==> src/hw/rtl/pfa_ram.sv <==
// ----------------------------------------------------------------------------
// pfa_ram
// Generic single-write, single-read RAM with registered read data.
// ----------------------------------------------------------------------------
`default_nettype none

module pfa_ram #(
   parameter int WIDTH = 8,
   parameter int DEPTH = 16
) (
   input  wire logic                     clock,
   input  wire logic                     wr_en,
   input  wire logic [$clog2(DEPTH)-1:0] wr_addr,
   input  wire logic [WIDTH-1:0]         wr_data,
   input  wire logic [$clog2(DEPTH)-1:0] rd_addr,
   output      logic [WIDTH-1:0]         rd_data
);

   logic [WIDTH-1:0] mem_ff [DEPTH];

   always_ff @(posedge clock) begin
      if (wr_en) begin
         mem_ff[wr_addr] <= wr_data;
      end
      rd_data <= mem_ff[rd_addr];
   end

endmodule

`default_nettype wire

==> config.mk <==
export PLATFORM = sky130hd
export DESIGN_NAME = pfa_ram
export DESIGN_NICKNAME = d
export VERILOG_FILES = /design/src/hw/rtl/pfa_ram.sv
export SDC_FILE = /design/constraint.sdc
export NUM_CORES = 1
export LEC_CHECK = 0
export BUFFER_PORTS_ARGS = -buffer_cell sky130_fd_sc_hd__buf_2
export CORE_ASPECT_RATIO = 1.2
export CORE_UTILIZATION = 50
export CTS_BUF_LIST = sky130_fd_sc_hd__clkbuf_4
export DETAILED_ROUTE_END_ITERATION = 8
export GPL_ROUTABILITY_DRIVEN = 0
export PLACE_DENSITY = 0.67
export SETUP_SLACK_MARGIN = 0.15
export SKIP_CTS_REPAIR_TIMING = 1
export SYNTH_ARGS = -nofsm -noshare
export SYNTH_HDL_FRONTEND = slang
export SYNTH_SLANG_ARGS = --single-unit
==> constraint.sdc <==
create_clock -name clock -period 1.6 [get_ports clock]
set_input_delay 0 -clock clock [delete_from_list [all_inputs] [get_ports clock]]
set_output_delay 0 -clock clock [all_outputs]
set_load 0.05 [all_outputs]
==> reports/metrics.yaml <==
clocking:
  cts_max_level: 4
  cts_tree: "built"
  cts_buffers: 17
  cts_buffer_depth: 2
  clock_latency_ps: 510
  cts_root_buffer: "clkbuf_4"
  clk_pin_slew_ps: 100
  clkSinkCount: 136
worst_setup_path:
  path_class: "reg2reg"
  critPathMaxFanout: 1
  critPathArrivalTime_ps: 1760
  required_ps: 2000
  end_kind: "flop"
  startpoint_type: "flop"
timing:
  clock_skew_ps: 15.1
  finalCritPeriodShare: 0.850
  drv_slew: 0
  max_freq_mhz: 735
  worst_slack_ps: 239
  finalCriticalPeriod_ps: 1360
  hold_viol: 0
  relSlewSlack: 0.733
  tightest_slew_ps: 399
  setup_viol: 0
  final.setup.tns_ps: 0
  grt_setup_unrepaired: "no"
yosys:
  yosysTopAreaCell: "edfxtp_1"
  synthArstFlopShare: 0
  synthTopCellsByArea: "edfxtp_1 (75%), mux4_2 (7.9%), mux4_1 (7.1%)"
  ys_seq_elements: 136
  synth_common_cells: "edfxtp_1 (128), mux4_2 (18), a22oi_1 (16), mux4_1 (14), nor2_1 (13)"
  synth_cell_types: 19
  synthCells: 229
  ys_warn_count: 0
  synth_fp_nets: 247
  avgSynthCellArea_um2: 22.5
  syn_area_um2: 5150
  synth_top_area_share: 0.747
  yosysMostFrequentCell: "edfxtp_1"
  synth_flop_cell: "edfxtp_1"
  ys_seq_area_frac: 0.778
  synth_edf_count: 128
drt:
  dr.first_iter.drc_count: 222
  routed_via_density: 5.66
  vias: 2462
  wl_per_cell_um: 21.6
  drc: 0
  antenna_left: 0
  drtPass1Iterations: 4
  routed_wl_mm: 9.40
place:
  dpl.hpwl_mm: 6.33
  place_ws_ps: 189
  place.port_buffers: 25
  place_inst: 394
  place_area_um2: 5570
pwr:
  power_mw: 6.20
  cellPowerDensity_nw_per_um2: 1060
  p_leak_nw: 2.00
  vdd_drop_max_v: 0.000727
grt:
  grt_usage: 0.200
  grt_max_degree: 19
  grt_pass1_wl_mm: 14.5
  grt-ovfl-total: 0
  grt_pass1_vias: 2626
  antenna_found_initial: 1
floorplan:
  start_util: 0.514
  dieArea_um2: 10700
  die_height_um: 113
  pin_count: 26
  core_area_um2: 10000
  rows: 40
  die_w_um: 94.6
layout:
  stdcell_area_um2: 5860
  fillers: 780
  fin_cells: 435
  area_delta_synth_final_pct: 13.9
  nets: 313
  layout-drive-gt1-share: 0.312
hold_path:
  hp-class: "in2reg"
outcome:
  status: "complete, no violations"
job:
  max_cap_viol_count: 0
## final timing paths
kind | end | slack, ps | cells after the start | start
max reg2reg | rd_data[1] | 240 | 3 | mem_ff[2][1]
max | rd_data[1] | 240 | 3 | mem_ff[2][1]
min | mem_ff[4][3] | 50 | 3 | wr_addr[0]
min reg2reg | rd_data[7] | 670 | 3 | mem_ff[14][7]
## registers in the layout, summed over array words and instances (netlist names)
register,count
mem_ff,128
rd_data,8
## stage by stage
stage               utilization  hold WS (ps)
CTS                       0.577          -177
global placement          0.556           387
floorplan                     -          98.9
detailed placement        0.556           402
global route              0.586          21.4
finish                    0.586          50.1
## cells by family (layout without fill, tap and decap cells)
| group | Yosys count | in the layout | share of synthesized area |
|---|---|---|---|
| flops | 136 | 136 | 0.778 |
| compound gates | 16 | 16 | 0.0233 |
| other cells | 0 | 1 | 0 |
| simple gates | 35 | 35 | 0.0318 |
| mux | 32 | 32 | 0.150 |
| buf+inv | 10 | 89 | 0.0168 |
## final cells by class
cell class                      instances  area, um2  area share
Clock inverter                          9       37.5     0.00640
Multi-Input combinational cell         83       1070       0.182
Timing Repair Buffer                   57        423      0.0721
Clock buffer                           23        173      0.0294
Antenna cell                            1       2.50    0.000427
Sequential cell                       136       4000       0.683
Tap cell                              126        158      0.0269
## power by group
part | switching (mW) | internal (mW)
combinational | 0.288 | 0.184
clock | 1.05 | 0.680
sequential | 0.0239 | 3.98
total | 1.36 | 4.84
## routing by layer
layer	vias up	GRT usage	share of wire
met5	-	0	0
met4	0	0.0768	0.013
met3	10	0.0625	0.045
met2	70	0.320	0.52
met1	1274	0.256	0.42
li1	1108	-	-
## critical path, stage by stage (launching register included)
cell and delay [ps]:
edfxtp_1 400, mux4_1 520, a22oi_2 250, nand2_1 80
## cell usage in the layout, fill, tap and decap left out
cell type      count
mux4_2            18
buf_2             25
nor3_1             3
clkinv_1           6
mux4_1            14
or3b_2             1
nor2_1            13
a22oi_1           15
dlygate4sd3_1      8
edfxtp_1         128
nor2b_1            1
nand3_1            1
and2_1             1
and2b_1            1
nand2b_1           2
nor3_2             1
dfxtp_1            8
buf_12             3
clkinv_2           3
nand3b_1           2
a22oi_2            1
diode_2            1
clkbuf_4          23
nand2_1            9
buf_4             21
No activity file was read; power rests on OpenSTA's default activity.
