<file path="src/hw/rtl/pfa_pkg.sv">
// ----------------------------------------------------------------------------
// pfa_pkg
// Shared sizes, codes and helpers of the paged frame allocator.
// ----------------------------------------------------------------------------
`default_nettype none

package pfa_pkg;

   localparam int MAX_FRAMES = 512;
   localparam int MAX_PROCS  = 32;

   localparam int ID_W    = 16;
   localparam int SIZE_W  = 21;
   localparam int FS_W    = 13;
   localparam int CNT_W   = 10;
   localparam int IDX_W   = 9;
   localparam int STAT_W  = 3;
   localparam int KIND_W  = 2;
   localparam int CSR_W   = 13;

   localparam int FA_W    = $clog2(MAX_FRAMES);
   localparam int FC_W    = $clog2(MAX_FRAMES + 1);
   localparam int RP_W    = $clog2(MAX_PROCS);
   localparam int FENT_W  = ID_W + 1;
   localparam int REC_W   = ID_W + SIZE_W;

   localparam logic [FS_W-1:0]  FRAME_SIZE_RESET = FS_W'(4);
   localparam logic [CNT_W-1:0] FRAME_CNT_RESET  = CNT_W'(512);

   typedef enum logic [KIND_W-1:0] {
      KIND_ALLOC   = 2'd0,
      KIND_RELEASE = 2'd1,
      KIND_QUERY   = 2'd2,
      KIND_NONE    = 2'd3
   } kind_type;

   typedef enum logic [STAT_W-1:0] {
      ST_OK         = 3'd0,
      ST_NO_FREE    = 3'd1,
      ST_TOO_FEW    = 3'd2,
      ST_NOT_FOUND  = 3'd3,
      ST_TABLE_FULL = 3'd4,
      ST_DUPLICATE  = 3'd5
   } status_type;

   typedef enum logic {
      REG_FRAME_SIZE = 1'b0,
      REG_FRAME_CNT  = 1'b1
   } csr_index_type;

   // frame count register clipped to the frame store depth
   function automatic logic [FC_W-1:0] eff_count(input logic [CNT_W-1:0] v);
      logic [FC_W-1:0] r;
      if (32'(v) > MAX_FRAMES) begin
         r = FC_W'(MAX_FRAMES);
      end else begin
         r = FC_W'(v);
      end
      return r;
   endfunction

   // zero frame size counts as one
   function automatic logic [FS_W-1:0] eff_size(input logic [FS_W-1:0] v);
      return (v == '0) ? FS_W'(1) : v;
   endfunction

endpackage

`default_nettype wire

</file>
<file path="src/hw/rtl/pfa_div.sv">
// ----------------------------------------------------------------------------
// pfa_div
// Restoring divider, one quotient bit per cycle.
// ----------------------------------------------------------------------------
`default_nettype none

module pfa_div (
   input  wire logic                      clock,
   input  wire logic                      reset,
   input  wire logic                      start,
   input  wire logic [pfa_pkg::SIZE_W-1:0] dividend,
   input  wire logic [pfa_pkg::FS_W-1:0]   divisor,
   output      logic                      done,
   output      logic [pfa_pkg::SIZE_W-1:0] quotient,
   output      logic [pfa_pkg::FS_W-1:0]   remainder
);

   import pfa_pkg::*;

   localparam int STEP_W = $clog2(SIZE_W);

   logic                busy_ff;
   logic                done_ff;
   logic [STEP_W-1:0]   step_ff;
   logic [SIZE_W-1:0]   dq_ff;
   logic [FS_W-1:0]     rem_ff;
   logic [FS_W-1:0]     div_ff;
   logic [FS_W:0]       trial;
   logic                ge;

   assign trial = {rem_ff, dq_ff[SIZE_W-1]};
   assign ge    = trial >= {1'b0, div_ff};

   always_ff @(posedge clock) begin
      if (reset) begin
         busy_ff <= 1'b0;
         done_ff <= 1'b0;
         step_ff <= '0;
      end else begin
         done_ff <= 1'b0;
         if (start) begin
            busy_ff <= 1'b1;
            step_ff <= '0;
            dq_ff   <= dividend;
            rem_ff  <= '0;
            div_ff  <= divisor;
         end else if (busy_ff) begin
            rem_ff <= ge ? FS_W'(trial - {1'b0, div_ff}) : trial[FS_W-1:0];
            dq_ff  <= {dq_ff[SIZE_W-2:0], ge};
            if (step_ff == STEP_W'(SIZE_W - 1)) begin
               busy_ff <= 1'b0;
               done_ff <= 1'b1;
            end else begin
               step_ff <= step_ff + STEP_W'(1);
            end
         end
      end
   end

   assign done      = done_ff;
   assign quotient  = dq_ff;
   assign remainder = rem_ff;

endmodule

`default_nettype wire

</file>
<file path="config.mk">
export PLATFORM = sky130hd
export DESIGN_NAME = pfa_div
export DESIGN_NICKNAME = d
export VERILOG_FILES = /design/src/hw/rtl/pfa_pkg.sv /design/src/hw/rtl/pfa_div.sv
export SDC_FILE = /design/constraint.sdc
export NUM_CORES = 1
export LEC_CHECK = 0
export BUFFER_PORTS_ARGS = -buffer_cell sky130_fd_sc_hd__buf_2
export CAP_MARGIN = 20
export CORE_AREA = 5 5 93 95
export CTS_CLUSTER_DIAMETER = 60
export DETAILED_ROUTE_END_ITERATION = 16
export DIE_AREA = 0 0 98 100
export GPL_TIMING_DRIVEN = 0
export PLACE_DENSITY = 0.7
export SLEW_MARGIN = 20
export SYNTH_ARGS = -nofsm -noshare
export SYNTH_HDL_FRONTEND = slang
export SYNTH_SLANG_ARGS = --single-unit
</file>
<file path="constraint.sdc">
create_clock -name clock -period 4 [get_ports clock]
set_input_delay 0.2 -clock clock [delete_from_list [all_inputs] [get_ports clock]]
set_output_delay 0.2 -clock clock [all_outputs]
set_load 0.01 [all_outputs]
</file>
==> flow_summary.rst, run 1 <==
.. list-table::
   :header-rows: 1

   * - Metric
     - Value
   * - Final count of negative-setup-slack endpoints
     - 0
   * - Count of unique library cells instantiated by Yosys
     - 45
   * - Global route overflow
     - 0
   * - Clock-pin slew of the registers on the worst-case setup and hold paths
     - 0.10 ns
   * - Worst-case headroom to the max-slew limit
     - 46.5%
   * - Die boundary height
     - 100 µm
   * - Type of origin of the critical path
     - flop
   * - Instance count along the most critical hold path
     - 1
   * - HPWL reported at the end of detailed placement
     - 5150 µm
   * - Synth area leader
     - edfxtp_1
   * - Run status
     - complete, no violations
   * - Number of register bits inferred by synthesis
     - 54
   * - CTS tree
     - done
   * - Buffers on Ports
     - 71
   * - Post-synthesis sequential area ratio
     - 52.3%
   * - Floorplan row count
     - 32
   * - Floorplan die width
     - 98 µm
   * - Worst-case clock buffer depth
     - 2
   * - Later-pin clock latency in the skew report
     - 0.31 ns
   * - Critical Path End Type
     - flop
   * - Capture instance of the worst register-to-register path
     - remainder[11]
   * - Max rail drop VDD
     - 0.229 mV
   * - Largest net degree at the start of global routing
     - 25
   * - Floorplan die area
     - 0.00980 mm²
   * - Via density per instance
     - 5.11
   * - Crit path required time
     - 4.15 ns
   * - Hold wc startpoint
     - divisor[7]
   * - Area of the core
     - 0.00765 mm²
   * - Path depth of the worst reg2reg path
     - 11
   * - Period minus WS final
     - 2.97 ns
   * - DRC violation count after routing
     - 0
   * - Measured slew at the worst slew-check pin
     - 0.799 ns
   * - Initial antenna violation count
     - 0
   * - Most common library cell in the layout ignoring fill and taps
     - buf_2
   * - First DRT Iteration DRCs
     - 77
   * - Wire length of the first global-routing pass
     - 11,200 µm
   * - Hold Path End
     - div_ff[7]
   * - Area delta synth->final
     - 21.9%
   * - Worst Path Max Fanout
     - 10
   * - Post-CTS Setup Repair Bufs
     - 0
   * - Via total after detailed routing
     - 2,278
   * - Overall routing resource usage
     - 14.1%
   * - Number of top-level design ports
     - 72
   * - Post-synthesis area per instance
     - 11.2 µm²
   * - Post-Syn Area
     - 0.00297 mm²
   * - Final Max Slew Viols
     - 0
   * - Total iterations of the first detailed-routing run
     - 4
   * - Worst Hold Class
     - in -> reg
   * - Number of clock sinks seen by CTS
     - 54
   * - Worst flop-to-flop path startpoint
     - quotient[20]
   * - Antenna diode count
     - 0
   * - Max-cap viol count
     - 0
   * - RSZ-0062 raised after global routing
     - no
   * - Share of cells above drive strength 1
     - 32.3%
   * - Leak Pwr
     - 1.47 nW
   * - Post-DRT Antenna Nets
     - 0
   * - Top area cells in the synthesized netlist
     - edfxtp_1, mux2_2, ha_1
   * - Root buffer selected by CTS
     - clkbuf_8
   * - Inserted Clock Buffers
     - 5
   * - Post-CTS sizing
     - 0
   * - Top-area cell type share of the netlist area
     - 47.5%
   * - Setup CP Type
     - reg -> reg
   * - Post-DR wirelength/cell
     - 15.2 µm
   * - Number of global-route vias before repair
     - 2,340
   * - Fin Setup TNS
     - 0 ns
   * - Starting density of the core
     - 38.8%
   * - Final Routed Wirelength
     - 6760 µm
   * - Post-Route Hold Slack
     - 0.0592 ns
   * - Worst-case clock skew
     - 0.00601 ns
   * - Final period util
     - 74.2%
   * - Hold buffer count at CTS
     - 0
   * - Routability Congestion
     - 0.839
   * - Final number of hold-violating endpoints
     - 0
   * - Nets in the synthesized netlist
     - 317
   * - H-tree Lvls
     - 2
   * - Arrival @ worst endpoint
     - 3.11 ns
   * - Setup slack of the worst register-to-register path
     - 1.03 ns
   * - Power Density
     - 418 mW/mm²
   * - Commonest cells after routing, fill and taps aside
     - buf_2, edfxtp_1, a21oi_1
   * - Number of nets in the finished design
     - 396
   * - Max frequency
     - 0.337 GHz
   * - Yosys warnings
     - 0
   * - Cells after Synth
     - 264
==> synth_stat cells (all sizes together) <==
cell     number
buf           5
a211oi        1
xnor2         5
xor2          7
and4          2
a31oi         1
mux2         20
a311o         1
o2111ai       2
or2           2
o311ai        1
a221oi        2
nor2         15
nand4b        1
a21o          3
nand4         3
o21a          1
nand3b        1
nand2b        3
a21oi        25
ha           15
o31ai         1
dfxtp         7
inv          18
nand2        15
edfxtp       47
o211a         1
clkbuf        7
nand3         4
o211ai        6
a211o         1
nor2b         6
o21ai        15
or3          11
and2          1
and3b         1
a2111oi       1
or4           1
nor3          4
fa            1
==> routing by layer <==
| metal | track usage, % | routed length, µm |
|---|---|---|
| met5 | 0 | 0 |
| met4 | 3.30 | 44 |
| met3 | 4.24 | 579 |
| met2 | 24.6 | 3330 |
| met1 | 17.2 | 2800 |
==> flip-flops by register name (all words and copies together) (netlist names) <==
signal	flops
quotient	21
done	1
busy_ff	1
step_ff	5
div_ff	13
remainder	13
==> critical path: stages, from the launching register on <==
cell,delay (ns)
edfxtp_1,0.42
inv_1,0.08
ha_1,0.15
inv_1,0.05
fa_1,0.41
a21o_1,0.23
a311o_1,0.37
a21oi_1,0.28
and4_4,0.30
clkbuf_2,0.23
o21ai_0,0.12
a21oi_1,0.18
==> stage by stage <==
step | cells | total power, mW | utilization, % | setup slack, ns | instance area, µm²
floorplan | 264 | 0.977 | - | 1.23 | 2970
global placement | 437 | 1.09 | 45.1 | 0.0157 | 3450
detailed placement | 438 | 1.10 | 45.5 | 1.07 | 3480
CTS | 446 | 1.52 | 47.3 | 1.02 | 3620
global route | 446 | 1.60 | 47.3 | 0.848 | 3620
finish | 446 | 1.51 | 47.3 | 1.03 | 3620
==> cell families after synthesis <==
| group | count (synthesis) | share of synthesized area [%] |
|---|---|---|
| buf+inv | 30 | 4.34 |
| flops | 54 | 52.3 |
| simple gates | 70 | 12.6 |
| fa+ha+maj | 16 | 7.00 |
| compound gates | 62 | 12.7 |
| mux | 20 | 7.59 |
| xor+xnor | 12 | 3.54 |
==> worst max path at each step <==
stage	from	to	slack [ns]	depth (start not counted)
after global routing	quotient[20]	remainder[11]	0.85	11
after global placement	start	quotient[9]	0.02	5
after floorplan	start	quotient[0]	1.23	4
after CTS	quotient[20]	remainder[11]	1.02	11
after detailed placement	quotient[20]	remainder[11]	1.07	11
final	quotient[20]	remainder[11]	1.03	11
==> layout make-up <==
type	count	area, µm²
Buffer	12	61.3
Sequential cell	54	1550
Fill cell	737	4030
Multi-Input combinational cell	180	1300
Timing Repair Buffer	72	375
Clock buffer	7	108
Clock inverter	1	30.0
Tap cell	102	128
Inverter	18	67.6
==> power by group <==
part / internal (mW) / switching [mW]
clock: 0.242 / 0.188
sequential: 0.667 / 0.0232
combinational: 0.174 / 0.219
total: 1.08 / 0.430
Power figures use the tool's default switching activity.
==> run 2: changes to the inputs <==
clock period = 3 ns   (was 4 ns; I/O delays follow)
==> run 2 against run 1 <==
  * Via count grew 0.61%
  * Clock-buffer cell count is the same
  * Global-route usage unchanged
  * Critical path type unchanged
  * Maximum frequency increased by 4.1%
  * Sequential power increased by 33%
  * Clock skew increased by 0.00082 ns
  * Hold slack lost 0.051 ns
  * Largest cell class unchanged
  * Sequential cell count stayed put
  * Die area did not move
  * Non-clock buffer count rose by 3
  * Combinational power is 35% higher
  * Critical path depth unchanged
==> flow_summary.rst, run 2 (same netlist as run 1, synthesis figures left out) <==
.. list-table::
   :header-rows: 1

   * - Metric
     - Value
   * - Run status
     - complete, no violations
   * - Most frequent CP cell
     - inv_1
   * - Hold wc startpoint
     - divisor[7]
   * - Critical Path End Type
     - flop
   * - Via density per instance
     - 5.10 (about the same)
   * - Antenna diode count
     - 0 (unchanged)
   * - Initial antenna violation count
     - 0 (unchanged)
   * - Slowest cell on the critical path
     - edfxtp_1
   * - Largest net degree at the start of global routing
     - 25 (unchanged)
   * - Final Max Slew Viols
     - 0 (unchanged)
   * - CTS tree
     - done
   * - HPWL reported at the end of detailed placement
     - 5150 µm (unchanged)
   * - Final number of hold-violating endpoints
     - 0 (unchanged)
   * - Delay of the slowest cell on the worst path
     - 0.42 ns (about the same)
   * - Routed wl met2
     - 3320 µm (-0.42%)
   * - First DRT Iteration DRCs
     - 79 (+2.6%)
   * - Worst Path Max Fanout
     - 10 (unchanged)
   * - Clock-pin slew of the registers on the worst-case setup and hold paths
     - 0.11 ns (about the same)
   * - Later-pin clock latency in the skew report
     - 0.31 ns (about the same)
   * - Die boundary height
     - 100 µm (unchanged)
   * - Leak Pwr
     - 1.48 nW (+0.94%)
   * - Final Routed Wirelength
     - 6760 µm (about the same)
   * - Starting density of the core
     - 38.8% (unchanged)
   * - Fin Setup TNS
     - 0 ns (unchanged)
   * - Total iterations of the first detailed-routing run
     - 4 (unchanged)
   * - Max frequency
     - 0.351 GHz (+4.1%)
   * - Final period util
     - 95.0% (+21 points)
   * - Post-place setup slack
     - 0.0732 ns (-1.00 ns)
   * - DRC violation count after routing
     - 0 (unchanged)
   * - Crit path required time
     - 3.15 ns (-1.00 ns)
   * - Total chip power
     - 2.03 mW (+34%)
   * - Buf/Inv on CP
     - 3 (unchanged)
   * - Share of cells above drive strength 1
     - 32.6% (+0.30 points)
   * - Global route overflow
     - 0 (unchanged)
   * - Area of the core
     - 0.00765 mm² (unchanged)
   * - Buffers on Ports
     - 71 (unchanged)
   * - Worst flop-to-flop path startpoint
     - quotient[20]
   * - Inserted Clock Buffers
     - 5 (unchanged)
   * - Wire length of the first global-routing pass
     - 11,200 µm (unchanged)
   * - Period minus WS final
     - 2.85 ns (-0.117 ns)
   * - Cell chain of the critical path
     - inv_1 -> ha_1 -> inv_1 -> fa_1 -> a21o_1 -> a311o_1 -> a21oi_2 -> and4_4 -> clkbuf_4 -> o21ai_0 -> a21oi_1
   * - Number of global-route vias before repair
     - 2,340 (unchanged)
   * - Path depth of the worst reg2reg path
     - 11 (unchanged)
   * - Overall routing resource usage
     - 14.1% (unchanged)
   * - Routability Congestion
     - 0.839 (unchanged)
   * - Number of clock sinks seen by CTS
     - 54 (unchanged)
   * - Worst Hold Class
     - in -> reg
   * - H-tree Lvls
     - 2 (unchanged)
   * - Via total after detailed routing
     - 2,292 (+0.61%)
   * - Worst Setup Slack, final
     - 0.150 ns (-0.883 ns)
   * - Final standard cell utilization of the core
     - 47.8% (+0.44 points)
   * - Area delta synth->final
     - 23.1%
   * - Post-DR wirelength/cell
     - 15.0 µm (-0.71%)
   * - Type of origin of the critical path
     - flop
   * - Hold Path End
     - div_ff[7]
   * - Max-cap viol count
     - 0 (unchanged)
   * - Instance count along the most critical hold path
     - 1 (unchanged)
   * - Arrival @ worst endpoint
     - 3.00 ns (-0.11 ns)
   * - Setup CP Type
     - reg -> reg
   * - Commonest cells after routing, fill and taps aside
     - buf_2, edfxtp_1, a21oi_1
   * - Wire length on met1
     - 2920 µm (+4.3%)
   * - Power Density
     - 555 mW/mm² (+33%)
   * - Final count of negative-setup-slack endpoints
     - 0 (unchanged)
   * - Floorplan row count
     - 32 (unchanged)
   * - Most common library cell in the layout ignoring fill and taps
     - buf_2
   * - Topmost layer with routed signal wires
     - met4
   * - Number of top-level design ports
     - 72 (unchanged)
   * - Worst-case clock buffer depth
     - 2 (unchanged)
   * - Flip-flop count of the largest register, all copies and words added
     - 21 (unchanged)
   * - Floorplan die area
     - 0.00980 mm² (unchanged)
   * - Setup slack of the worst register-to-register path
     - 0.15 ns (-0.88 ns)
   * - Measured slew at the worst slew-check pin
     - 0.801 ns (+0.00201 ns)
   * - WL met3
     - 470 µm (-19%)
   * - Root buffer selected by CTS
     - clkbuf_8
   * - Max rail drop VDD
     - 0.309 mV (+34%)
   * - Floorplan die width
     - 98 µm (unchanged)
   * - RSZ-0062 raised after global routing
     - no
   * - Worst-case clock skew
     - 0.00683 ns (+0.000817 ns)
   * - Number of nets in the finished design
     - 399 (+0.76%)
   * - Capture instance of the worst register-to-register path
     - remainder[11]
   * - Cell class contributing the biggest share of worst-path delay
     - compound AO/OA/AOI/OAI gates
   * - Worst-case headroom to the max-slew limit
     - 46.4% (-0.13 points)
   * - Post-DRT Antenna Nets
     - 0 (unchanged)
[run 2: report_power, final]
part	internal [mW]	leakage, nW	switching [mW]
clock	0.323	0.0696	0.254
combinational	0.236	0.908	0.295
sequential	0.890	0.506	0.0307
total	1.45	1.48	0.580
[run 2: cell type report]
type | instances | area [µm²]
Timing Repair Buffer | 75 | 403
Clock buffer | 7 | 108
Buffer | 12 | 63.8
Multi-Input combinational cell | 180 | 1300
Fill cell | 734 | 3990
Tap cell | 102 | 128
Clock inverter | 1 | 30.0
Sequential cell | 54 | 1550
Inverter | 18 | 67.6
[run 2: timing repair]
item                                   CTS  global route
setup endpoints to repair                0            10
hold buffers                             0             2
resized for setup                        0             3
setup buffers                            0             1
endpoints found under the hold margin    0             2
[run 2: worst register-to-register path: cells and delay by family, from the launching register on]
family / cells / cell delay, ns
buf+inv: 3 / 0.33
simple gates: 1 / 0.28
fa+ha+maj: 2 / 0.56
compound gates: 5 / 1.11
flops: 1 / 0.42
[run 2: through the flow]
stage	instances	area (µm²)	hold WS, ns
2_1_floorplan	264	2970	0.222
3_3_place_gp	437	3450	0.328
3_5_place_dp	438	3480	0.329
4_1_cts	446	3620	0.00532
5_1_grt	449	3650	0.00174
6_report	449	3650	0.00814
[run 2: worst max path at each step]
| stage | from | end | depth (start not counted) |
|---|---|---|---|
| 2_1_floorplan | start | quotient[0] | 4 |
| 3_3_place_gp | start | quotient[9] | 5 |
| 3_5_place_dp | quotient[20] | remainder[11] | 11 |
| 4_1_cts | quotient[20] | remainder[11] | 11 |
| 5_1_grt | quotient[20] | remainder[11] | 11 |
| 6_report | quotient[20] | remainder[11] | 11 |
[run 2: per-layer routing]
metal	vias to the layer above	global-route usage [%]
met5	-	0
met4	0	3.30
met3	4	4.24
met2	70	24.6
met1	1082	17.2
li1	1136	-
==> run 3: changes to the inputs <==
CORE_AREA = 2 2 103 105   (was 5 5 93 95)
DIE_AREA = 0 0 105 107   (was 0 0 98 100)
PLACE_DENSITY = 0.58   (was 0.7)
==> run 3 against run 2 <==
  * Sequential cell count unchanged
  * Die area increased by 15%
  * Setup slack improved by 0.023 ns
  * Clock power decreased by 22%
  * Combinational power increased by 2%
  * Clock skew decreased by 0.00062 ns
  * Final area increased by 1.3%
  * Power decreased by 5.7%
  * Core utilization decreased by 11 points
  * Critical path type unchanged
==> flow_summary.rst, run 3 (same netlist as run 1, synthesis figures left out) <==
.. list-table::
   :header-rows: 1

   * - Metric
     - Value
   * - Largest net degree at the start of global routing
     - 27 (+8.0%)
   * - Clock-pin slew of the registers on the worst-case setup and hold paths
     - 0.11 ns (about the same)
   * - Commonest cells after routing, fill and taps aside
     - buf_2, edfxtp_1, a21oi_1
   * - Cell chain of the critical path
     - inv_1 -> ha_1 -> inv_1 -> fa_1 -> a21o_1 -> a311o_1 -> a21oi_2 -> and4_4 -> buf_6 -> or3_1 -> a21oi_1
   * - Worst-case clock skew
     - 0.00620 ns (-0.000624 ns)
   * - Antenna diode count
     - 0 (unchanged)
   * - Most common library cell in the layout ignoring fill and taps
     - buf_2
   * - Number of global-route vias before repair
     - 2,387 (+2.0%)
   * - Worst-case headroom to the max-slew limit
     - 48.2% (+1.9 points)
   * - GRT busiest layer
     - met2
   * - Number of top-level design ports
     - 72 (unchanged)
   * - Fin Setup TNS
     - 0 ns (unchanged)
   * - Post-DRT Antenna Nets
     - 0 (unchanged)
   * - Fraction of power consumed by sequential logic
     - 48.1% (+2.7 points)
   * - Final Max Slew Viols
     - 0 (unchanged)
   * - Number of clock sinks seen by CTS
     - 54 (unchanged)
   * - Clock group share of total power
     - 23.5% (-4.9 points)
   * - Final count of negative-setup-slack endpoints
     - 0 (unchanged)
   * - Floorplan row count
     - 37 (+16%)
   * - CTS tree
     - done
   * - RSZ-0062 raised after global routing
     - no
   * - Starting density of the core
     - 29.4% (-9.4 points)
   * - Worst Setup Slack, final
     - 0.173 ns (+0.0232 ns)
   * - Critical Path End Type
     - flop
   * - Period minus WS final
     - 2.83 ns (-0.0232 ns)
   * - Die boundary height
     - 107 µm (+7.0%)
   * - Measured slew at the worst slew-check pin
     - 0.773 ns (-0.0277 ns)
   * - Max-cap viol count
     - 0 (unchanged)
   * - Met1 demand-to-capacity share in global routing
     - 16.4% (-0.78 points)
   * - Post-place setup slack
     - 0.0197 ns (-0.0535 ns)
   * - Leak Pwr
     - 1.48 nW (about the same)
   * - Met3 routing resource usage after global routing
     - 3.95% (-0.29 points)
   * - Hold wc startpoint
     - divisor[12]
   * - Post-DR wirelength/cell
     - 14.5 µm (-3.8%)
   * - Max frequency
     - 0.354 GHz (+0.82%)
   * - Met2 routing resource usage after global routing
     - 21.4% (-3.2 points)
   * - Run status
     - complete, no violations
   * - Share of cells above drive strength 1
     - 31.9% (-0.66 points)
   * - Global route overflow
     - 0 (unchanged)
   * - Root buffer selected by CTS
     - clkbuf_8
   * - Inserted Clock Buffers
     - 5 (unchanged)
   * - Arrival @ worst endpoint
     - 2.87 ns (-0.13 ns)
   * - Final number of hold-violating endpoints
     - 0 (unchanged)
   * - Power Density
     - 517 mW/mm² (-7.0%)
   * - Area delta synth->final
     - 24.7%
   * - Post-CTS Setup Repair Bufs
     - 0 (unchanged)
   * - Most frequent CP cell
     - inv_1
   * - Worst flop-to-flop path startpoint
     - quotient[20]
   * - Max rail drop VDD
     - 0.203 mV (-34%)
   * - DRC violation count after routing
     - 0 (unchanged)
   * - Flip-flop count of the largest register, all copies and words added
     - 21 (unchanged)
   * - Slowest cell on the critical path
     - edfxtp_1
   * - Number of nets in the finished design
     - 403 (+1.0%)
   * - Final period util
     - 94.2% (-0.77 points)
   * - Switching share of power
     - 30.9% (+2.3 points)
   * - Routability Congestion
     - 0.826 (-1.5%)
   * - Floorplan die area
     - 0.0112 mm² (+15%)
   * - Floorplan die width
     - 105 µm (+7.1%)
   * - First DRT Iteration DRCs
     - 76 (-3.8%)
   * - HPWL reported at the end of detailed placement
     - 5230 µm (+1.6%)
   * - Buffers on Ports
     - 71 (unchanged)
   * - Combinational power share
     - 28.4% (+2.2 points)
   * - Setup slack of the worst register-to-register path
     - 0.17 ns (+0.02 ns)
   * - Via density per instance
     - 4.75 (-7.0%)
   * - Initial antenna violation count
     - 0 (unchanged)
   * - Worst-case clock buffer depth
     - 2 (unchanged)
   * - Via total after detailed routing
     - 2,311 (+0.83%)
   * - Net switching power of the design
     - 0.591 mW (+1.9%)
   * - Final Routed Wirelength
     - 7050 µm (+4.3%)
   * - Setup CP Type
     - reg -> reg
   * - Total chip power
     - 1.91 mW (-5.7%)
   * - Later-pin clock latency in the skew report
     - 0.31 ns (about the same)
   * - CP startpoint
     - quotient[20]
   * - Crit path required time
     - 3.04 ns (-0.11 ns)
   * - Worst Hold Class
     - in -> reg
   * - Overall routing resource usage
     - 12.8% (-1.2 points)
   * - Total internal power
     - 1.32 mW (-8.7%)
   * - Type of origin of the critical path
     - flop
   * - Worst Path Max Fanout
     - 10 (unchanged)
   * - Area of the core
     - 0.0101 mm² (+32%)
   * - H-tree Lvls
     - 2 (unchanged)
   * - Wire length of the first global-routing pass
     - 11,500 µm (+2.3%)
   * - Delay of the slowest cell on the worst path
     - 0.42 ns (about the same)
   * - Total iterations of the first detailed-routing run
     - 5 (+1)
-- run 3: cell types whose count changed in the layout (fill, tap and decap cells not counted), sizes merged --
cell,before,now
bufinv,1,0
clkbuf,14,12
dlygate4sd3,2,7
inv,18,20
-- run 3: power by group through the flow --
stage | sequential, mW | clock [mW] | combinational (mW)
floorplan | 0.952 | 0 | 0.351
global placement | 0.937 | 0 | 0.520
detailed placement | 0.937 | 0 | 0.532
CTS | 0.920 | 0.468 | 0.540
global route | 0.928 | 0.495 | 0.606
finish | 0.920 | 0.449 | 0.544
-- run 3: final cells by class --
class | instances | area [µm²]
plain buffers | 12 | 67.6
clock buffers | 6 | 82.6
clock inverters | 2 | 15.0
fillers | 1056 | 6390
inverters | 18 | 67.6
multi-input cells | 180 | 1300
flip-flops and latches | 54 | 1550
well taps | 136 | 170
repair buffers | 79 | 445
-- run 3: path summary, 6_finish.rpt --
| check | endpoint | depth (start not counted) |
|---|---|---|
| worst max-delay path | remainder[10] | 11 |
| worst min-delay path | div_ff[12] | 1 |
| worst max register to register | remainder[10] | 11 |
| worst min register to register | done | 2 |
-- run 3: through the flow --
| stage | instances | hold slack, ns | util [%] | area (µm²) |
|---|---|---|---|---|
| 4_1_cts | 484 | 0.000295 | 36.3 | 3670 |
| 3_3_place_gp | 471 | 0.329 | 34.6 | 3490 |
| 5_1_grt | 487 | 0.00100 | 36.7 | 3700 |
| 2_1_floorplan | 264 | 0.222 | - | 2970 |
| 6_report | 487 | 0.0106 | 36.7 | 3700 |
| 3_5_place_dp | 472 | 0.328 | 34.9 | 3520 |
-- run 3: repair_timing --
item                       in CTS  in global routing
resized for setup               1                  4
hold endpoints to repair        4                  3
setup endpoints to repair       1                  8
hold buffers                    4                  3
pin swaps                       0                  2
cloned                          0                  0
-- run 3: layer usage --
metal / up-vias / wire length, µm
met3: 4 / 464
met1: 1099 / 3270
li1: 1143 / -
met2: 65 / 3250
met5: - / 0
met4: 0 / 55
-- run 3: critical path: cells and delay by family (launching register included) --
family                     cells  cell delay (ns)
AOI/OAI and AO/OA              4             0.91
adders and majority gates      2             0.55
buffers and inverters          3             0.27
DFF                            1             0.42
and+or+nand+nor                2             0.41
